===== src/rtl/core/imr_ram.sv =====
// generic single-port-write, single-port-read ram with registered read
// no dependencies
module imr_ram #(
  parameter int WIDTH = 8,
  parameter int DEPTH = 16
) (
  input  logic                     clk,
  input  logic                     we,
  input  logic [$clog2(DEPTH)-1:0] waddr,
  input  logic [WIDTH-1:0]         wdata,
  input  logic [$clog2(DEPTH)-1:0] raddr,
  output logic [WIDTH-1:0]         rdata
);

  logic [WIDTH-1:0] mem [DEPTH];

  always_ff @(posedge clk) begin
    if (we) begin
      mem[waddr] <= wdata;
    end
    rdata <= mem[raddr];
  end

endmodule


===== config.mk =====
export PLATFORM = sky130hd
export DESIGN_NAME = imr_ram
export DESIGN_NICKNAME = d
export VERILOG_FILES = /design/src/rtl/core/imr_ram.sv
export SDC_FILE = /design/constraint.sdc
export NUM_CORES = 1
export LEC_CHECK = 0
export ABC_AREA = 1
export BUFFER_PORTS_ARGS = -buffer_cell sky130_fd_sc_hd__buf_2
export CORE_ASPECT_RATIO = 1.1
export CORE_MARGIN = 1
export CORE_UTILIZATION = 40
export DETAILED_ROUTE_END_ITERATION = 10
export PLACE_DENSITY = 0.66
export SYNTH_ARGS = -nofsm -noshare
export SYNTH_HDL_FRONTEND = slang
export SYNTH_SLANG_ARGS = --single-unit

===== constraint.sdc =====
create_clock -name clk -period 2.2 [get_ports clk]
set_clock_uncertainty 0.2 [all_clocks]
set_input_delay 0.33 -clock clk [delete_from_list [all_inputs] [get_ports clk]]
set_output_delay 0.33 -clock clk [all_outputs]
set_load 0.005 [all_outputs]

Word level (Yosys, flattened, before mapping)
Memories as Yosys holds them, arrays and structs flattened. A register that Yosys moved wholly into a read port is not among the register bits.
Cells that the tools add are included.

operators by class
  add/sub/neg operators = 0
  multipliers = 0
  div/mod/pow operators = 0
  magnitude comparators = 0
  eq/ne operators = 0
  shifts and indexed selects = 0
  muxes and demuxes = 2
  bitwise logic cells = 0
  reductions and logical operators = 0

operators with widths
  kind               count
  1-bit two-way mux  2

word-level totals
  register bits after elaboration = 0
  latch bits = 0
  bits in writable memories = 128
  ROM bits = 0
  input port bits = 18
  output and inout bits = 8
  word-level logic and storage cells = 3
  memories kept = 1

memories
  name  depth  width  read ports  clocked after Yosys merged registers in  write ports  line  RTL
  mem   16     8      1           1                                        1            15    logic [WIDTH-1:0] mem [DEPTH];

Depth between registers and ports, before layout
Gate-level depths: netlist of run 1.

  depth after elaboration = 2
  mapped depth = 8
  gate-level depth less buffers = 7

Worst setup path after synthesis of run 1
OpenSTA, ideal clock, no wires.

  path type = in2reg
  from = input waddr[2]
  to = memory mem[10][0], enable pin
  library setup time = 0.370 ns
  data arrival time = 0.911 ns
  data required time = 1.630 ns
  setup slack = 0.719 ns
  cell stages on the path = 2
  buffers on the path = 0
  path through = nand3b_1 nor2_1

RTL lines
  item         line  RTL
  from (decl)  9     input logic [$clog2(DEPTH)-1:0] waddr,
  to (decl)    15

Straight into the memory's write port.

Worst setup path after layout of run 1
  from = register rdata[4] (read register of mem)
  to = output rdata[4]

RTL lines
  item         line  RTL
  from (decl)  12    output logic [WIDTH-1:0] rdata

No word-level cell between the ends.

==> flow_summary.ini, run 1 <==
[critical_path]
cp-end-kind = output port
crit_type = flip-flop to output port
cp_num_buf_inv = 1
r2r-start = mem[6][5]
cp_slowest_cell = dfxtp_1
crit_family = flip-flops
path_cells = buf_2
cp_max_fo = 1
startpoint_type = flip-flop
ff2ff_setup_slack_ps = 930
cp_num_cells = 1
cpPeakStageDelay_ps = 340
worstPathArrival_ps = 860
crit_path_start = rdata[4]
critPathRequiredTime_ps = 1670
r2r_cells = 6
rr_endpoint = rdata[5]

[drt]
wl_per_cell_um = 15.9
drt_iter0_markers = 297
drc = 0
wl_um = 12600
first_pass_iters = 4
drtAntennaViolNets = 0
routed_via_density = 4.86
vias = 3855

[global_route]
grt_pass1_wl_um = 20000
antenna_found_initial = 0
grt_max_degree = 38
grt_usage = 0.186
grt_pass1_vias = 3819
grt-ovfl-total = 0

[clock_tree]
root_buffer = clkbuf_16
clock_sinks = 136
cts_buffer_depth = 2
hold_buffers = 0
post-cts-setup-buffer-count = 0
cts_resized = 0
h-tree-depth = 4
clk_pin_slew_ps = 60
clock_latency_ps = 400
cts_tree = done
numCtsBuffers = 17

[synth]
synth-adder-area-share = 0
synth-compound-area-share = 0
syn_inst = 551
ys_warn_count = 0
post_synth_num_cell_types = 12
synthSimpleGateAreaFrac = 0.210
synth_area_mm2 = 0.00577
synth_top_family_by_area = simple AND/OR/NAND/NOR gates
syn_nets = 569
seq_area_frac_synth = 0.694
avgSynthCellArea_um2 = 10.5
synth-seq-cells = 136
muxShareOfSynthArea = 0
synth_xor_area_frac = 0

[min_path]
min_path_type = primary input to flip-flop
hp-start = raddr[3]
min_path_cells = 3
min_to = rdata[6]

[layout]
final_core_util = 0.485
drive_above_1_share = 0.129
layout.cells.non_filler = 793
diodes = 0
area_growth_pct = 17.5
nets = 610

[timing]
relSlewSlack = 0.511
worstMarginPinSlew_ps = 731
period_share = 0.632
fin_crit_ps = 1390
finalSetupViolCount = 0
fin_setup_tns_ps = 0
maxSlewViolCount = 0
fmax_mhz = 720
grt_setup_unrepaired = false
hold_violations = 0

[pwr]
peakVddDrop_mv = 0.454
p_per_area_mw_per_mm2 = 926
switching_power_mw = 1.27
seqPwrFrac = 0.464
clkPwrFrac = 0.480
p_int_mw = 5.00
p_leak_nw = 2.94
p_comb_frac = 0.055
switching_share = 0.203

[placement]
dp.cells = 761
io_buffers = 25
globalplace.congestion = 0.827
dpl.hpwl_um = 7930

[die]
io_pins = 26
die_area_mm2 = 0.0149
die_h_um = 128
die_w_um = 116
coreArea_mm2 = 0.0140
rows = 45
start_util = 0.413

[flow_run]
maxCapViolations = 0

[status]
status = completed
-- logic make-up after synthesis --
kind of cell / count (synthesis)
buffers and inverters: 126
AND/OR/NAND/NOR: 289
flip-flops: 136
-- state kept, by name, indices dropped and copies added, names as in the netlist --
signal  count
rdata       8
mem       128
-- cell usage after synthesis --
library cell	n	share of area
dfxtp_1	8	0.028
nand3_1	97	0.084
inv_1	100	0.065
nand3b_1	2	0.0026
buf_6	6	0.012
inv_2	2	0.0013
nand2_1	173	0.11
buf_2	13	0.011
buf_1	1	0.00065
buf_4	4	0.0052
edfxtp_1	128	0.67
nor2_1	17	0.011
-- worst max-delay path by stage --
| stage | to | slack, ps |
|---|---|---|
| final | rdata[4] | 810 |
| after global placement | mem[0][7] | 430 |
| after global routing | mem[0][1] | 690 |
| after CTS | rdata[4] | 790 |
| after floorplan | mem[10][0] | 720 |
| after detailed placement | mem[0][7] | 390 |
-- placed cells by master (no fill, tap or decap) --
| cell | instances |
|---|---|
| nand2_1 | 173 |
| clkinv_2 | 5 |
| edfxtp_1 | 128 |
| clkbuf_16 | 17 |
| inv_2 | 2 |
| bufinv_16 | 5 |
| nor2_1 | 17 |
| dfxtp_1 | 8 |
| clkinv_4 | 2 |
| buf_4 | 19 |
| buf_12 | 2 |
| buf_2 | 25 |
| nand3_1 | 97 |
| clkinv_1 | 2 |
| inv_1 | 100 |
| nand3b_1 | 2 |
| clkinvlp_4 | 1 |
-- power groups by stage --
stage / Clock, mW / Combinational, mW / Sequential (mW)
2_1_floorplan: 0 / 0.204 / 2.97
3_3_place_gp: 0 / 0.343 / 2.96
3_5_place_dp: 0 / 0.348 / 2.97
4_1_cts: 3.05 / 0.351 / 2.91
5_1_grt: 3.17 / 0.389 / 2.92
6_report: 3.01 / 0.348 / 2.91
-- routing by layer --
metal	GRT usage	vias to the layer above	wire, um
li1	-	1855	-
met1	0.239	1880	5370
met2	0.313	110	6420
met3	0.0336	10	676
met4	0.0664	0	133
met5	0	-	0
-- through the flow --
stage,power [mW],instance area [um^2],hold slack [ps],worst slack (ps)
after floorplan,3.17,5770,229,719
after global placement,3.31,6140,448,428
after detailed placement,3.31,6140,460,388
after CTS,6.32,6780,61.1,787
after global routing,6.48,6780,81.0,690
final,6.27,6780,83.2,810
-- area by class of cell --
class	count	area (um^2)
Tap cell	188	235
Clock buffer	17	425
Sequential cell	136	4000
Multi-Input combinational cell	289	1210
Clock inverter	15	208
Fill cell	1298	7190
Timing Repair Buffer	46	308
Inverter	102	383
(Power assumes the default switching activity.)
==> run 2, diff against run 1 <==
==> constraint.sdc (replaced) <==
create_clock -name clk -period 1.3 [get_ports clk]
set_clock_uncertainty 0.2 [all_clocks]
set_input_delay 0.195 -clock clk [delete_from_list [all_inputs] [get_ports clk]]
set_output_delay 0.195 -clock clk [all_outputs]
set_load 0.005 [all_outputs]
==> flow_summary.ini, run 2 (same netlist as run 1, synthesis figures left out) <==
[pwr]
switching_share = 0.210
p_leak_nw = 2.98
clkPwrFrac = 0.433
peakVddDrop_mv = 0.670
p_per_area_mw_per_mm2 = 1430
p_comb_frac = 0.064
switching_power_mw = 2.06
p_int_mw = 7.74
seqPwrFrac = 0.503
p_total_mw = 9.80

[layout]
final_core_util = 0.490
area_growth_pct = 18.6
largest_register = mem
final_common_cell = nand2_1
drive_above_1_share = 0.144
reg_top3 = mem: 128 flops, rdata: 8 flops
stdcell_area_mm2 = 0.00684
nets = 624
largest_reg_flops = 128
layout.cells.non_filler = 807
layout_common_cells = 173 x nand2_1, 128 x edfxtp_1, 100 x inv_1
diodes = 0

[timing]
whs_ps = 10.9
worstMarginPinSlew_ps = 383
finalSetupViolCount = 0
period_share = 0.971
fmax_mhz = 792
fin_setup_tns_ps = 0
grt_setup_unrepaired = false
worst_slack_ps = 38.0
hold_violations = 0
relSlewSlack = 0.745
fin_crit_ps = 1260
maxSlewViolCount = 0

[placement]
dp_slack_ps = -230
place_area_mm2 = 0.00627
dp.cells = 772
io_buffers = 25
dpl.hpwl_um = 7880
globalplace.congestion = 0.803

[drt]
wl_per_cell_um = 15.4
first_pass_iters = 5
wl_um = 12400
vias = 3832
routed_via_density = 4.75
drt_iter0_markers = 342
drtAntennaViolNets = 0
drc = 0

[clock_tree]
numCtsBuffers = 17
cts_buffer_depth = 2
h-tree-depth = 4
clock_latency_ps = 400
post-cts-setup-buffer-count = 0
cts_tree = done
root_buffer = clkbuf_16
clk_pin_slew_ps = 50
clock_sinks = 136

[global_route]
grt_pass1_wl_um = 20100
antenna_found_initial = 0
grt_usage = 0.185
grt_pass1_vias = 3800
grt-ovfl-total = 0
grt_max_degree = 49

[critical_path]
r2r_cells = 6
critPathRequiredTime_ps = 900
crit_family = flip-flops
startpoint_type = flip-flop
cp_slowest_cell = dfxtp_1
cp_max_fo = 1
crit_type = flip-flop to output port
crit_path_start = rdata[4]
r2r-start = mem[1][6]
cp-end-kind = output port
cp_num_buf_inv = 1
cpPeakStageDelay_ps = 340
path_cells = buf_2
cp_num_cells = 1
worstPathArrival_ps = 870

[die]
die_area_mm2 = 0.0149
io_pins = 26
coreArea_mm2 = 0.0140
die_w_um = 116
start_util = 0.413
die_h_um = 128
rows = 45

[min_path]
min_path_cells = 1
hp-start = wdata[0]
min_path_type = primary input to flip-flop

[status]
status = completed

[flow_run]
maxCapViolations = 0
[run 2: layout make-up]
| class | instances | area, um^2 |
|---|---|---|
| fill | 1265 | 7130 |
| sequential | 136 | 4000 |
| multi-input combinational | 289 | 1230 |
| clock buffer | 27 | 503 |
| timing repair buffer | 60 | 458 |
| inverter | 102 | 383 |
| tap | 188 | 235 |
| clock inverter | 5 | 25.0 |
[run 2: repair_timing]
action,in CTS,in global routing
gates resized for setup,0,2
endpoints found under the setup margin,0,1
hold buffers,3,0
hold endpoints to repair,21,0
[run 2: power groups by stage]
stage | combinational, mW | sequential (mW) | clock (mW)
5_1_grt | 0.704 | 4.94 | 4.48
4_1_cts | 0.629 | 4.93 | 4.28
2_1_floorplan | 0.347 | 5.02 | 0
3_5_place_dp | 0.618 | 5.02 | 0
6_report | 0.630 | 4.93 | 4.24
3_3_place_gp | 0.605 | 5.02 | 0
[run 2: worst paths after layout]
kind | endpoint | slack, ps
setup reg to reg | rdata[6] | 70
hold reg to reg | rdata[2] | 460
setup / recovery | rdata[4] | 40
hold / removal | mem[8][0] | 10
[run 2: routing by layer]
layer	vias up	wire length [um]	global-route usage
met5	-	0	0
met4	0	224	0.0769
met3	19	689	0.0388
met2	117	6130	0.304
met1	1814	5350	0.238
li1	1882	-	-
==> run 3, diff against run 2 <==
--- a/config.mk
+++ b/config.mk
@@ -12,6 +12,7 @@
 export CORE_UTILIZATION = 40
 export DETAILED_ROUTE_END_ITERATION = 10
 export PLACE_DENSITY = 0.66
+export RECOVER_POWER = 100
 export SYNTH_ARGS = -nofsm -noshare
 export SYNTH_HDL_FRONTEND = slang
 export SYNTH_SLANG_ARGS = --single-unit
==> flow_summary.ini, run 3 (same netlist as run 1, synthesis figures left out) <==
[timing]
whs_ps = 74.9
worstMarginPinSlew_ps = 914
worst_slack_ps = 34.8
relSlewSlack = 0.391
maxSlewViolCount = 0
finalSetupViolCount = 0
fin_crit_ps = 1270
hold_violations = 0
grt_setup_unrepaired = false
period_share = 0.973
fmax_mhz = 790

[clock_tree]
root_buffer = clkbuf_16
clk_pin_slew_ps = 50
numCtsBuffers = 17
clock_latency_ps = 400
cts_buffer_depth = 2
clock_sinks = 136
cts_tree = done
h-tree-depth = 4

[flow_run]
maxCapViolations = 0

[critical_path]
crit_type = flip-flop to output port
cp-end-kind = output port
critPathRequiredTime_ps = 900
startpoint_type = flip-flop
r2r_cells = 6
cp_max_fo = 1
cpPeakStageDelay_ps = 340
path_cells = buf_2
worstPathArrival_ps = 870
crit_family = flip-flops
cp_num_cells = 1
cp_num_buf_inv = 1
cp_slowest_cell = dfxtp_1

[layout]
nets = 624
area_growth_pct = 17.1
diodes = 0
largest_register = mem
fillerInstances = 1288
final_common_cell = nand2_1
reg_top3 = mem: 128 flops, rdata: 8 flops
largest_reg_flops = 128
layout_common_cells = 173 x nand2_1, 128 x edfxtp_1, 100 x inv_1
drive_above_1_share = 0.110

[min_path]
min_path_type = primary input to flip-flop
min_path_cells = 5

[global_route]
grt-ovfl-total = 0
grt_pass1_vias = 3800
grt_pass1_wl_um = 20100
grt_max_degree = 49
grt_usage = 0.185
antenna_found_initial = 0

[drt]
first_pass_iters = 5
vias = 3845
routed_via_density = 4.76
drc = 0
drtAntennaViolNets = 0
wl_per_cell_um = 15.5
drt_iter0_markers = 303
wl_um = 12500

[die]
io_pins = 26
rows = 45
coreArea_mm2 = 0.0140
die_h_um = 128
start_util = 0.413
die_area_mm2 = 0.0149
die_w_um = 116

[pwr]
p_per_area_mw_per_mm2 = 1450
peakVddDrop_mv = 0.666
p_leak_nw = 2.91

[placement]
dpl.hpwl_um = 7880
globalplace.congestion = 0.803
io_buffers = 25
dp_slack_ps = -230

[status]
status = completed
==> run 3: cell count changes in the layout (fill, tap and decap cells not counted) <==
| cell | before | now |
|---|---|---|
| clkbuf_1 | 6 | 25 |
| buf_2 | 25 | 10 |
| buf_4 | 27 | 12 |
| clkbuf_2 | 0 | 12 |
| nor2_1 | 15 | 17 |
| nor2_2 | 2 | 0 |
| buf_12 | 5 | 4 |
==> run 3: final cells by class <==
class                      count  area (um^2)  area share
sequential                   136         4000       0.593
timing repair buffer          60          382      0.0565
clock buffer                  27          503      0.0745
inverter                     102          383      0.0567
clock inverter                 5         25.0     0.00370
tap                          188          235      0.0348
multi-input combinational    289         1220       0.181
==> run 3: per-layer routing <==
metal  vias to the layer above  GRT usage  share of wire
met3                        20     0.0388          0.058
met2                       135      0.304           0.49
li1                       1884          -              -
met1                      1806      0.238           0.43
met5                         -          0              0
met4                         0     0.0769          0.016
==> run 3: report_power, final <==
| group | switching (mW) | internal, mW |
|---|---|---|
| registers | 0.0267 | 4.91 |
| logic | 0.417 | 0.197 |
| clock network | 1.62 | 2.62 |
==> run 3: final timing paths <==
path	to	from	slack [ps]
setup / recovery	rdata[4]	rdata[4]	30
hold / removal	rdata[1]	raddr[1]	70
setup reg to reg	rdata[6]	mem[1][6]	80
hold reg to reg	rdata[2]	mem[12][2]	460
==> run 3: metrics by stage <==
| stage | setup TNS, ps | power [mW] | area, um^2 | utilization | std cells |
|---|---|---|---|---|---|
| after global routing | 0 | 10.1 | 6760 | 0.484 | 807 |
| after global placement | -5760 | 5.62 | 6270 | 0.449 | 772 |
| after CTS | 0 | 9.84 | 6830 | 0.489 | 807 |
| after detailed placement | -7330 | 5.64 | 6270 | 0.449 | 772 |
| final | 0 | 9.79 | 6760 | 0.484 | 807 |
| after floorplan | -3760 | 5.37 | 5770 | - | 551 |
==> run 3: timing repair <==
action | CTS | global route
hold buffers | 3 | 0
setup endpoints to repair | 0 | 1
resized for setup | 0 | 2
hold endpoints to repair | 21 | 0
setup buffers | 0 | 0
